### src/hw/rtl/fls_pkg.sv
// Shared types and constants for the free list slot allocator.
// No dependencies; every other file of the block imports this package.
`timescale 1ns / 1ps
`default_nettype none

package fls_pkg;

  localparam int DEFAULT_MAX_SLOTS = 256;

  localparam int SLOT_COUNT_W  = 9;
  localparam int SLOT_BYTES_W  = 13;
  localparam int SLOT_W        = 8;
  localparam int OFFSET_W      = 20;
  localparam int USED_W        = 9;
  localparam int FREE_BYTES_W  = 21;
  localparam int CFG_INDEX_W   = 1;
  localparam int CFG_DATA_W    = 13;

  localparam logic [SLOT_COUNT_W-1:0] SLOT_COUNT_RESET = 9'd256;
  localparam logic [SLOT_BYTES_W-1:0] SLOT_BYTES_RESET = 13'd16;

  localparam logic [CFG_INDEX_W-1:0] REG_SLOT_COUNT = 1'b0;
  localparam logic [CFG_INDEX_W-1:0] REG_SLOT_BYTES = 1'b1;

  typedef enum logic [0:0] {
    ACT_ALLOC = 1'b0,
    ACT_FREE  = 1'b1
  } action_t;

  typedef enum logic [1:0] {
    ST_DONE    = 2'd0,
    ST_FULL    = 2'd1,
    ST_IGNORED = 2'd2
  } status_t;

  typedef enum logic [1:0] {
    CS_SWEEP,
    CS_IDLE,
    CS_EXEC,
    CS_HOLD
  } ctrl_state_t;

  typedef struct packed {
    logic sweep_start;
    logic sweep;
    logic accept;
    logic exec;
    logic load_out;
  } dp_cmd_t;

  typedef struct packed {
    logic rebuild;
    logic sweep_last;
    logic out_free;
  } dp_status_t;

endpackage

`default_nettype wire

### src/hw/rtl/fls_if.sv
// Request and response channel interfaces of the free list slot allocator.
// Depends on fls_pkg for field widths and codes.
`timescale 1ns / 1ps
`default_nettype none

interface fls_req_if import fls_pkg::*; ();
  logic              valid;
  logic              ready;
  action_t           action;
  logic [SLOT_W-1:0] slot_in;

  modport source (output valid, output action, output slot_in, input ready);
  modport sink (input valid, input action, input slot_in, output ready);
endinterface

interface fls_rsp_if import fls_pkg::*; ();
  logic                    valid;
  logic                    ready;
  status_t                 status;
  logic [SLOT_W-1:0]       slot_out;
  logic [OFFSET_W-1:0]     byte_offset;
  logic [USED_W-1:0]       used_now;
  logic [FREE_BYTES_W-1:0] free_bytes;

  modport source (output valid, output status, output slot_out, output byte_offset,
                  output used_now, output free_bytes, input ready);
  modport sink (input valid, input status, input slot_out, input byte_offset,
                input used_now, input free_bytes, output ready);
endinterface

`default_nettype wire

### src/hw/rtl/fls_ctrl.sv
// Sequencer of the free list slot allocator: rebuild sweep, request and output load.
// Depends on fls_pkg; drives the datapath through dp_cmd_t.
`timescale 1ns / 1ps
`default_nettype none

module fls_ctrl import fls_pkg::*; (
  input  wire logic       clk,
  input  wire logic       rst,
  input  wire logic       in_valid,
  output logic            in_ready,
  input  wire dp_status_t status,
  output dp_cmd_t         cmd
);

  ctrl_state_t state;
  ctrl_state_t state_next;

  always_ff @(posedge clk) begin
    if (rst) begin
      state <= CS_SWEEP;
    end else begin
      state <= state_next;
    end
  end

  always_comb begin
    state_next = state;
    cmd        = '0;
    in_ready   = 1'b0;
    unique case (state)
      CS_SWEEP: begin
        if (status.rebuild) begin
          cmd.sweep_start = 1'b1;
        end else begin
          cmd.sweep = 1'b1;
          if (status.sweep_last) begin
            state_next = CS_IDLE;
          end
        end
      end
      CS_IDLE: begin
        in_ready = !status.rebuild;
        if (status.rebuild) begin
          cmd.sweep_start = 1'b1;
          state_next      = CS_SWEEP;
        end else if (in_valid) begin
          cmd.accept = 1'b1;
          state_next = CS_EXEC;
        end
      end
      CS_EXEC: begin
        cmd.exec = 1'b1;
        if (status.out_free) begin
          cmd.load_out = 1'b1;
          state_next   = CS_IDLE;
        end else begin
          state_next = CS_HOLD;
        end
      end
      CS_HOLD: begin
        if (status.out_free) begin
          cmd.load_out = 1'b1;
          state_next   = CS_IDLE;
        end
      end
      default: begin
        state_next = CS_SWEEP;
      end
    endcase
  end

endmodule

`default_nettype wire

### src/hw/rtl/fls_datapath.sv
// Datapath of the free list slot allocator: link memory, head, counts and result register.
// Depends on fls_pkg; commanded by fls_ctrl.
`timescale 1ns / 1ps
`default_nettype none

module fls_datapath import fls_pkg::*; #(
  parameter int MAX_SLOTS = DEFAULT_MAX_SLOTS
) (
  input  wire logic                     clk,
  input  wire logic                     rst,
  input  wire dp_cmd_t                  cmd,
  output dp_status_t                    status,
  input  wire logic                     cfg_we,
  input  wire logic [CFG_INDEX_W-1:0]   cfg_index,
  input  wire logic [CFG_DATA_W-1:0]    cfg_data,
  input  wire action_t                  action,
  input  wire logic [SLOT_W-1:0]        slot_in,
  output logic                          out_valid,
  input  wire logic                     out_ready,
  output status_t                       out_status,
  output logic [SLOT_W-1:0]             out_slot,
  output logic [OFFSET_W-1:0]           out_offset,
  output logic [USED_W-1:0]             out_used,
  output logic [FREE_BYTES_W-1:0]       out_free_bytes
);

  localparam int IW  = $clog2(MAX_SLOTS);
  localparam int LW  = $clog2(MAX_SLOTS + 1);
  localparam int CAP = (MAX_SLOTS > 511) ? 511 : MAX_SLOTS;
  localparam logic [SLOT_COUNT_W-1:0] COUNT_CAP = SLOT_COUNT_W'(CAP);
  localparam logic [LW-1:0] LINK_END = LW'(MAX_SLOTS);
  localparam logic [IW-1:0] SWEEP_LAST = IW'(MAX_SLOTS - 1);

  typedef logic [IW-1:0] idx_tbl_t [256];

  // Reduction of an 8-bit slot index into the pool, built by counting.
  function automatic idx_tbl_t build_mod_table();
    idx_tbl_t tbl;
    int       r;
    r = 0;
    for (int i = 0; i < 256; i++) begin
      tbl[i] = IW'(r);
      r = (r == MAX_SLOTS - 1) ? 0 : r + 1;
    end
    return tbl;
  endfunction

  localparam idx_tbl_t MOD_TBL = build_mod_table();

  logic [LW-1:0] link_mem [MAX_SLOTS];

  logic [SLOT_COUNT_W-1:0] slot_count;
  logic [SLOT_BYTES_W-1:0] slot_bytes;
  logic [LW-1:0]           head;
  logic [USED_W-1:0]       used;
  logic [IW-1:0]           sweep_cnt;
  logic [LW-1:0]           rd_data;
  status_t                 req_status;
  logic [SLOT_W-1:0]       req_slot;
  logic [USED_W-1:0]       req_used;
  logic                    req_alloc;

  logic [SLOT_COUNT_W-1:0] count;
  logic                    alloc_ok;
  logic                    free_ok;
  logic [IW-1:0]           free_idx;
  logic [USED_W-1:0]       used_next;
  status_t                 status_next;
  logic                    mem_we;
  logic [IW-1:0]           mem_waddr;
  logic [LW-1:0]           mem_wdata;
  logic [SLOT_COUNT_W-1:0] remain;

  assign count    = (slot_count > COUNT_CAP) ? COUNT_CAP : slot_count;
  assign free_idx = MOD_TBL[slot_in];
  assign alloc_ok = (action == ACT_ALLOC) && (used < count) && (head < LINK_END);
  assign free_ok  = (action == ACT_FREE) && (used != '0);

  always_comb begin
    used_next   = used;
    status_next = ST_DONE;
    if (action == ACT_ALLOC) begin
      if (alloc_ok) begin
        used_next = used + USED_W'(1);
      end else begin
        status_next = ST_FULL;
      end
    end else begin
      if (free_ok) begin
        used_next = used - USED_W'(1);
      end else begin
        status_next = ST_IGNORED;
      end
    end
  end

  always_comb begin
    mem_we    = 1'b0;
    mem_waddr = sweep_cnt;
    mem_wdata = LW'(sweep_cnt) + LW'(1);
    if (cmd.sweep) begin
      mem_we = 1'b1;
    end else if (cmd.accept && free_ok) begin
      mem_we    = 1'b1;
      mem_waddr = free_idx;
      mem_wdata = head;
    end
  end

  always_ff @(posedge clk) begin
    if (mem_we) begin
      link_mem[mem_waddr] <= mem_wdata;
    end
    if (cmd.accept) begin
      rd_data <= link_mem[head[IW-1:0]];
    end
  end

  always_ff @(posedge clk) begin
    if (rst) begin
      slot_count <= SLOT_COUNT_RESET;
      slot_bytes <= SLOT_BYTES_RESET;
    end else if (cfg_we) begin
      unique case (cfg_index)
        REG_SLOT_COUNT: slot_count <= cfg_data[SLOT_COUNT_W-1:0];
        REG_SLOT_BYTES: slot_bytes <= cfg_data[SLOT_BYTES_W-1:0];
        default: ;
      endcase
    end
  end

  always_ff @(posedge clk) begin
    if (rst || cmd.sweep_start) begin
      sweep_cnt <= '0;
      head      <= '0;
      used      <= '0;
    end else begin
      if (cmd.sweep) begin
        sweep_cnt <= sweep_cnt + IW'(1);
      end
      if (cmd.accept) begin
        used <= used_next;
        if (free_ok) begin
          head <= LW'(free_idx);
        end
      end else if (cmd.exec && req_alloc) begin
        head <= rd_data;
      end
    end
  end

  always_ff @(posedge clk) begin
    if (cmd.accept) begin
      req_status <= status_next;
      req_slot   <= alloc_ok ? SLOT_W'(head) : '0;
      req_used   <= used_next;
      req_alloc  <= alloc_ok;
    end
  end

  assign remain = count - req_used;

  always_ff @(posedge clk) begin
    if (rst) begin
      out_valid <= 1'b0;
    end else if (cmd.load_out) begin
      out_valid <= 1'b1;
    end else if (out_ready) begin
      out_valid <= 1'b0;
    end
  end

  always_ff @(posedge clk) begin
    if (cmd.load_out) begin
      out_status     <= req_status;
      out_slot       <= req_slot;
      out_used       <= req_used;
      out_offset     <= OFFSET_W'(req_slot) * OFFSET_W'(slot_bytes);
      out_free_bytes <= FREE_BYTES_W'(remain) * FREE_BYTES_W'(slot_bytes);
    end
  end

  assign status.rebuild    = cfg_we && (cfg_index == REG_SLOT_COUNT);
  assign status.sweep_last = (sweep_cnt == SWEEP_LAST);
  assign status.out_free   = !out_valid || out_ready;

endmodule

`default_nettype wire

### src/hw/rtl/free_list_slot_allocator_core.sv
// Top level of the free list slot allocator: joins controller and datapath.
// Depends on fls_pkg, fls_if, fls_ctrl and fls_datapath.
//
// The block hands out fixed-size slots from a pool kept as a linked free list.
// A request transaction on req carries action (allocate or free) and slot_in.
// Each request gives exactly one response transaction on rsp with the status,
// the allocated slot, its byte offset, the used count and the free bytes.
// The user must write registers through cfg_we, cfg_index and cfg_data while
// idle (not enforced by the block); index 0 is the slot count, index 1 the
// slot size in bytes. A request is accepted in CS_IDLE, passes CS_EXEC and
// is loaded into the output register when that is free. No new request is
// taken meanwhile, as it needs the registered read of the head's link in
// the link memory. After reset, and after a slot count write while idle or
// sweeping, the block rebuilds the list in a sweep, one link per cycle,
// during which req.ready stays low; register writes are still taken.
// A finished response is held in an output register; while it waits, one
// more request is accepted and processed, then held until rsp is taken.
`timescale 1ns / 1ps
`default_nettype none

module free_list_slot_allocator_core import fls_pkg::*; #(
  parameter int MAX_SLOTS = DEFAULT_MAX_SLOTS
) (
  input  wire logic                   clk,
  input  wire logic                   rst,
  fls_req_if.sink                     req,
  fls_rsp_if.source                   rsp,
  input  wire logic                   cfg_we,
  input  wire logic [CFG_INDEX_W-1:0] cfg_index,
  input  wire logic [CFG_DATA_W-1:0]  cfg_data
);

  dp_cmd_t    cmd;
  dp_status_t status;

  fls_ctrl u_ctrl (
    .clk      (clk),
    .rst      (rst),
    .in_valid (req.valid),
    .in_ready (req.ready),
    .status   (status),
    .cmd      (cmd)
  );

  fls_datapath #(
    .MAX_SLOTS (MAX_SLOTS)
  ) u_datapath (
    .clk            (clk),
    .rst            (rst),
    .cmd            (cmd),
    .status         (status),
    .cfg_we         (cfg_we),
    .cfg_index      (cfg_index),
    .cfg_data       (cfg_data),
    .action         (req.action),
    .slot_in        (req.slot_in),
    .out_valid      (rsp.valid),
    .out_ready      (rsp.ready),
    .out_status     (rsp.status),
    .out_slot       (rsp.slot_out),
    .out_offset     (rsp.byte_offset),
    .out_used       (rsp.used_now),
    .out_free_bytes (rsp.free_bytes)
  );

endmodule

`default_nettype wire
### src/flat_wrapper.sv
// flat-port wrapper written by rule: the top's interface ports become plain ports
module free_list_slot_allocator_core_flat import fls_pkg::*;
#(
  parameter int MAX_SLOTS = DEFAULT_MAX_SLOTS
)
  (clk, rst, cfg_we, cfg_index, cfg_data, req_valid, req_action, req_slot_in, req_ready, rsp_valid, rsp_status, rsp_slot_out, rsp_byte_offset, rsp_used_now, rsp_free_bytes, rsp_ready);
  fls_req_if req_i ();
  fls_rsp_if rsp_i ();
  input  wire logic clk;
  input  wire logic rst;
  input  wire logic cfg_we;
  input  wire logic [CFG_INDEX_W-1:0] cfg_index;
  input  wire logic [CFG_DATA_W-1:0] cfg_data;
  input wire logic [$bits(req_i.valid)-1:0] req_valid;
  input wire logic [$bits(req_i.action)-1:0] req_action;
  input wire logic [$bits(req_i.slot_in)-1:0] req_slot_in;
  output wire logic [$bits(req_i.ready)-1:0] req_ready;
  output wire logic [$bits(rsp_i.valid)-1:0] rsp_valid;
  output wire logic [$bits(rsp_i.status)-1:0] rsp_status;
  output wire logic [$bits(rsp_i.slot_out)-1:0] rsp_slot_out;
  output wire logic [$bits(rsp_i.byte_offset)-1:0] rsp_byte_offset;
  output wire logic [$bits(rsp_i.used_now)-1:0] rsp_used_now;
  output wire logic [$bits(rsp_i.free_bytes)-1:0] rsp_free_bytes;
  input wire logic [$bits(rsp_i.ready)-1:0] rsp_ready;
  assign req_i.valid = req_valid;
  assign req_i.action = req_action;
  assign req_i.slot_in = req_slot_in;
  assign req_ready = req_i.ready;
  assign rsp_valid = rsp_i.valid;
  assign rsp_status = rsp_i.status;
  assign rsp_slot_out = rsp_i.slot_out;
  assign rsp_byte_offset = rsp_i.byte_offset;
  assign rsp_used_now = rsp_i.used_now;
  assign rsp_free_bytes = rsp_i.free_bytes;
  assign rsp_i.ready = rsp_ready;
  free_list_slot_allocator_core #(.MAX_SLOTS(MAX_SLOTS)) u_core (.clk(clk), .rst(rst), .req(req_i), .rsp(rsp_i), .cfg_we(cfg_we), .cfg_index(cfg_index), .cfg_data(cfg_data));
endmodule
### config.mk
export PLATFORM = sky130hd
export DESIGN_NAME = free_list_slot_allocator_core_flat
export DESIGN_NICKNAME = d
export VERILOG_FILES = /design/src/hw/rtl/fls_pkg.sv /design/src/hw/rtl/fls_if.sv /design/src/hw/rtl/fls_ctrl.sv /design/src/hw/rtl/fls_datapath.sv /design/src/hw/rtl/free_list_slot_allocator_core.sv /design/src/flat_wrapper.sv
export SDC_FILE = /design/constraint.sdc
export NUM_CORES = 2
export LEC_CHECK = 0
export BUFFER_PORTS_ARGS = -buffer_cell sky130_fd_sc_hd__buf_2
export CORE_ASPECT_RATIO = 0.5
export CORE_MARGIN = 4
export CORE_UTILIZATION = 45
export DETAILED_ROUTE_END_ITERATION = 12
export SYNTH_ARGS = -nofsm -noshare
export SYNTH_HDL_FRONTEND = slang
export SYNTH_SLANG_ARGS = --single-unit
### constraint.sdc
create_clock -name clk -period 31.2 [get_ports clk]
set_input_delay 1.56 -clock clk [delete_from_list [all_inputs] [get_ports clk]]
set_output_delay 1.56 -clock clk [all_outputs]
set_load 0.005 [all_outputs]
## After elaboration in Yosys (flattened, before gate mapping)

Memory sizes are Yosys's and may differ from the RTL's. A register that Yosys moved wholly into a read port is not among the register bits.
Index checks and enable logic that the tools add are counted.

- Flip-flop bits (word level): 131
- Memory bits (writable): 2,304
- Memory bits (read-only): 2,048
- Bits of input ports: 28
- Memories: 2

Memories:

| name | words | width | rd ports | clocked after memory_dff | wr ports | line | text |
|---|---|---|---|---|---|---|---|
| u_core.u_datapath.link_mem | 256 | 9 | 1 | 1 | 1 | fls_datapath.sv:50 | `logic [LW-1:0] link_mem [MAX_SLOTS];` |
| (no name shown) | 256 | 8 | 1 | 0 | 0 | fls_datapath.sv:75 | `assign free_idx = MOD_TBL[slot_in];` |

- Add/sub/neg operators: 5
- $mul: 2
- Magnitude comparators: 4
- Equal/unequal tests: 9
- Mux-type cells: 40
- Bitwise gates (word level): 3
- Reduce and logical (&&, ||, !) cells: 20

Operators by type and width:

| cell | number |
|---|---|
| 9-bit two-way mux | 9 |
| 8-bit two-way mux | 4 |
| 9-bit by 13-bit multiplier with 21-bit output | 1 |
| 8-bit by 13-bit multiplier with 20-bit output | 1 |
| 1-bit two-way mux | 18 |
| 2-bit two-way mux | 8 |
| 8-bit by 1-bit adder with 9-bit output (second input constant) | 1 |
| 9-bit by 1-bit adder with 9-bit output (second input constant) | 1 |
| 9-bit greater-or-equal comparator (second input constant) | 1 |
| 9-bit > comparator (second input constant) | 1 |
| 9-bit < comparator | 1 |
| 9-bit < comparator (second input constant) | 1 |
| 8-bit inverter with 9-bit output | 1 |
| 9-bit nonzero test | 1 |
| 9-bit by 1-bit subtractor with 9-bit output (second input constant) | 1 |
| 9-bit subtractor | 1 |
| 8-bit by 1-bit adder with 8-bit output (second input constant) | 1 |
| 8-bit equality test (second input constant) | 1 |
| 2-bit one-hot mux with 4 select lines | 1 |
| 1-bit logical AND | 6 |
| 2-bit by 1-bit inequality test with 1-bit output (second input constant) | 3 |
| 2-bit AND reduction | 3 |
| 2-bit equality test (second input constant) | 2 |
| 4-bit AND reduction | 1 |
| other kinds (9) | 14 |

## Longest topological paths before layout

- Word-level depth: 9
- Mapped depth: 30
- Mapped depth without buffers: 29

## Modules after synthesis

Synthesis repeated with hierarchy kept, for this count alone.

- Cell total of the unflattened synthesis: 5,076
- Area total of the unflattened synthesis: 101,786.4 um^2

By module, submodules not included:

| module | times used | cells an instance | area each (um^2) | seq. area each (um^2) |
|---|---|---|---|---|
| fls_datapath | 1 | 5,049 | 101,563.7 | 72,839.9 |
| fls_ctrl | 1 | 27 | 222.7 | 40.0 |

## Worst setup path after synthesis

Ideal clock, no wire load.

- Path kind: input -> register
- Start point: input req_action
- End point: memory u_core.u_datapath.link_mem[0][6] (netlist name) (data pin)
- Data arrival time: 12.704 ns
- Path slack: 16.309 ns
- Cell stages on the path: 8
- Buffers on the path: 3
- Cell sequence: clkbuf_1 > nor2b_1 > nand4_1 > nand2_1 > nor3_1 > clkbuf_1 > clkbuf_1 > o21ai_0

- Word-level cells in the longest chain between the ends: 4

RTL lines:

| element | line | text |
|---|---|---|
| start, declared | flat_wrapper.sv:15 | `input wire logic [$bits(req_i.action)-1:0] req_action;` |
| 1-bit logical AND | fls_datapath.sv:77 | `assign free_ok = (action == ACT_FREE) && (used != '0);` |
| 1-bit logical AND | fls_datapath.sv:103 | `end else if (cmd.accept && free_ok) begin` |
| 9-bit two-way mux | fls_datapath.sv:103 |  |
| 9-bit two-way mux | fls_datapath.sv:101 | `if (cmd.sweep) begin` |
| net u_core.u_datapath.mem_wdata[6] | fls_datapath.sv:71 | `logic [LW-1:0] mem_wdata;` |
| end, declared | fls_datapath.sv:50 |  |

The timed path passes the listed nets, and every way through them passes these cells.

## Worst setup path in the final report

- Start point: register u_core.u_datapath.slot_count[8]
- End point: register u_core.u_datapath.out_free_bytes[20] (data pin)

- Word-level cells in the longest chain between the ends: 4

RTL lines:

| element | line | text |
|---|---|---|
| start, declared | fls_datapath.sv:52 | `logic [SLOT_COUNT_W-1:0] slot_count;` |
| start signal, assigned | fls_datapath.sv:125 | `REG_SLOT_COUNT: slot_count <= cfg_data[SLOT_COUNT_W-1:0];` |
| 9-bit > comparator | fls_datapath.sv:74 | `assign count = (slot_count > COUNT_CAP) ? COUNT_CAP : slot_count;` |
| 9-bit two-way mux (*) | fls_datapath.sv:74 |  |
| 9-bit subtractor (*) | fls_datapath.sv:161 | `assign remain = count - req_used;` |
| 9-bit by 13-bit multiplier with 21-bit output (*) | fls_datapath.sv:179 | `out_free_bytes <= FREE_BYTES_W'(remain) * FREE_BYTES_W'(slot_bytes);` |
| end signal, assigned | fls_datapath.sv:179 |  |
| end, declared | fls_datapath.sv:24 | `output logic [FREE_BYTES_W-1:0] out_free_bytes` |

Every way passes the cells marked *; elsewhere a longest branch is shown, timed or not.
A chain may end at the register's enable or synchronous reset.

==> impl_summary.md <==
Final layout
Leaving out fill and tap cells, the most frequent cell in the layout is edfxtp_1. Summing all multi-input logic gate instances after layout gives 0.0270 mm2. From synthesis to final layout, the design area changed by 10.4%. The final layout contains 5,510 nets. The share of the core filled with cells is 0.500. Summing all non-filler instances in the final layout gives an area of 0.112 mm2. The sequential cell area is 0.0729 mm2. Of the cells placed in the final design, the portion with a size suffix greater than 1 is 0.225. After the flow finishes, the layout carries non-filler instances totaling 8,407. The number of fill cells in the layout is 17,945. Leaving out fill and tap cells, the most frequent cells in the layout are edfxtp_1 (2,393), mux4_2 (708), nor2_1 (325).

Synth
The number of nets handed over by synthesis was 5,394. Synthesis handed over a netlist of 5,120 instances. For this run, the leading register cell type out of synthesis is edfxtp_1. The number of warning messages in the yosys log is 0. Dividing the synthesized area by the synthesized cell count gives 19.9 um2. The synthesized design contains 2,444 register bits. In this run, distinct cell masters in the synthesized netlist total 61. The post-synth design cell area is 0.102 mm2. The post-synthesis sequential area ratio is 0.716. The fraction of synthesis flops using an asynchronous set or reset pin is 0. The synthesized design contains 2,393 enable-type register cells.

GRT
The total grt overflow is 0. Entering global routing, the biggest net connects 193 pins. The number of global-route vias before repair was 50,459.

The first global-routing pass estimated 359,000 um of wire. The initial antenna violation count is 19. The all-layer global routing usage is 0.210.

STA
The pin slew with the least headroom to its limit is 1250 ps. For the final routed database, the setup TNS stands at 0 ps. The worst slew margin relative to its limit is 0.165. The number of hold violations in the final report is 0. Setup repair after global routing left no endpoint under its margin. The max-slew violation count is 0. Based on the critical path, the design can be clocked at up to 0.135 GHz. Once routing completed, OpenROAD measured the worst setup slack at 23,780 ps. On the final layout, the worst hold slack is 450 ps. The period utilization is 0.238. Counting I/O delays and the setup requirement, the final critical path takes 7420 ps. The worst-case clock skew is 60.7 ps. The number of setup violations in the final report is 0.

Routing
The number of design rule violations left after detail routing is 0. Wires add up to 246,000 um. Dividing the detail-routed via count by the number of cells gives 5.92.

The detail route stage leaves a number of antenna-violating nets equal to 0. In the final routed layout, each cell accounts on average for 29.3 um. The number of detailed-route iterations in the first pass is 5.

The DRC violation total after the first TritonRoute iteration is 5,606. The final route contains 49,778 vias.

Placed design
During placement, the flow inserted port buffers numbering 89. The detailed placement HPWL is 150,000 um. The number of placed instances, taps included, is 8,014. The worst-case setup slack after placement is 23,720 ps. The placement-stage cell area is 0.106 mm2.

The weighted congestion at the end of routability-driven global placement is 0.831.

Worst setup path
The kind of launch point of the worst setup path is a register. STA classifies the critical path endpoint as a register. The setup check on the worst reg-to-reg path leaves a slack of 23,780 ps. Along the worst path, the maximum fanout reaches 13. By startpoint and endpoint, the worst setup path is classified as reg -> reg. Among all stages on the critical path, the largest delay is contributed by fa_1. The worst flop-to-flop path endpoint is u_core.u_datapath.out_free_bytes[20]. The required time of the critical path is 31,780 ps.

The data arrival time of the critical path is 8000 ps. The worst register-to-register path begins at u_core.u_datapath.slot_count[8]. For the worst flop-to-flop path, the logic depth is 29.

The start point of the critical path is u_core.u_datapath.slot_count[8]. The delay of the slowest cell on the worst path is 490 ps.

Floorplan
The count of boundary I/O pins is 90. The initialized floorplan defines 123 standard-cell rows. The die outline area is 0.234 mm2. The floorplan die width is 681 um. The initial utilization of the core area, before any placement, comes to 0.453. The area of the placeable core is 0.225 mm2. The die is 344 um tall.

Run status
The flow ran to the end, and the final reports show no timing, DRC or antenna violations.

CTS
After clock tree synthesis, the clock-pin slew on the worst setup and hold paths is 70 ps. The H-tree was split into 4 levels. Gates resized during post-CTS repair numbered 0.

After clock tree synthesis, the setup repair step added 0 buffers. The clock passes through at most 4 buffers. The tree is rooted in a clkbuf_16. TritonCTS built the clock tree. The clock insertion delay at the later pin of the skew report is 870 ps. The number of buffers created by CTS is 220. The number of buffers inserted for hold repair after clock tree synthesis is 0. The clock sink count is 2,444.

Power and ir drop
The total power per unit cell area is 57.6 mW/mm2. IR analysis of the VDD net gives a maximum drop of 0.0434 mV. The analysis attributes to cell leakage a power of 33.7 nW. Power comes to 6.48 mW.

Min path
The number of instances on the worst hold path is 0. In this run the worst hold path is classified as reg -> reg. The destination of the worst hold path is u_core.u_datapath.out_status[0].

The source of the worst hold timing path is u_core.u_datapath.req_status[0].

Job
The number of maximum-capacitance violations is 0.
## metal layers
metal  share of wire  vias to the layer above  wire [um]  global-route usage
met5               0                        -          0                   0
met3           0.073                      327      18100              0.0354
met1            0.43                    26899     105000               0.307
li1                -                    20631          -                   -
met4           0.020                        0       4880              0.0448
met2            0.48                     1921     118000               0.336
## critical path, delay by kind of cell, from the launching register on
family                   cells  cell delay, ps
AND/OR/NAND/NOR              5             830
buffers and inverters        6             710
adder cells (fa/ha/maj)      6            2490
flip-flops                   1             370
XOR/XNOR                     1             120
AO/OA/AOI/OAI               10            2260
multiplexers                 1             380
## power breakdown
| group | total [mW] | leakage, nW | internal, mW | switching (mW) |
|---|---|---|---|---|
| Clock | 2.63 | 3.34 | 1.45 | 1.18 |
| Sequential | 3.61 | 21.5 | 3.60 | 0.00682 |
| Combinational | 0.240 | 8.87 | 0.0773 | 0.162 |
| Total | 6.48 | 33.7 | 5.13 | 1.35 |
## final cells by class
class,count,share of cell area
Timing Repair Buffer,176,0.0106
Sequential cell,2444,0.649
Tap cell,3000,0.0334
Clock buffer,289,0.0530
Antenna cell,1,0.0000223
Inverter,200,0.00668
Clock inverter,103,0.00745
Multi-Input combinational cell,2194,0.240
## sequential cells by signal, summed over array words and instances, names as in the netlist, 8 cells and up
register / flops
u_core.u_datapath.req_slot: 8
u_core.u_datapath.used: 9
u_core.u_datapath.slot_bytes: 13
u_core.u_datapath.out_used: 9
u_core.u_datapath.req_used: 9
u_core.u_datapath.head: 9
u_core.u_datapath.out_free_bytes: 21
u_core.u_datapath.slot_count: 9
u_core.u_datapath.out_slot: 8
u_core.u_datapath.out_offset: 20
u_core.u_datapath.rd_data: 9
u_core.u_datapath.link_mem: 2304
u_core.u_datapath.sweep_cnt: 8
## worst max-delay path by stage
stage	to	cells past startpoint
final	u_core.u_datapath.out_free_bytes[20]	29
after detailed placement	u_core.u_datapath.out_free_bytes[20]	25
after floorplan	u_core.u_datapath.link_mem[0][6]	8
after global routing	u_core.u_datapath.out_free_bytes[20]	29
after CTS	u_core.u_datapath.out_free_bytes[20]	29
after global placement	u_core.u_datapath.out_free_bytes[20]	29
## Yosys cell counts, types with 14 or more instances
master    number  area share
o22ai_1       17      0.0010
buf_1         33      0.0012
a311oi_1      14      0.0012
o21ai_0       49      0.0024
or3_1         15     0.00092
dfxtp_1       51       0.010
nand3_1       20     0.00098
ha_1         103       0.013
nor2b_1       18      0.0011
buf_2         79      0.0039
nor3_1        19     0.00093
edfxtp_1    2393        0.71
nand2b_1      44      0.0027
inv_1        198      0.0073
mux2i_1       75      0.0074
a21oi_1       69      0.0034
xnor2_1       49      0.0042
nor2_1       326       0.012
and2_1       114      0.0070
buf_4         17      0.0013
clkbuf_1     148      0.0055
mux4_2       708        0.16
nand2_1      257      0.0095
fa_1         143       0.028
## cells by family (layout without fill, tap and decap cells)
| logic type | count (synthesis) | count (layout) | synth area share |
|---|---|---|---|
| buffers and inverters | 482 | 768 | 0.0197 |
| AOI/OAI and AO/OA | 242 | 242 | 0.0155 |
| adders and majority gates | 246 | 246 | 0.0408 |
| xor gates and xnor gates | 61 | 61 | 0.00525 |
| DFF | 2444 | 2444 | 0.716 |
| other | 0 | 1 | 0 |
| and+or+nand+nor | 857 | 857 | 0.0382 |
| muxes | 788 | 788 | 0.165 |
(Power assumes the default switching activity.)
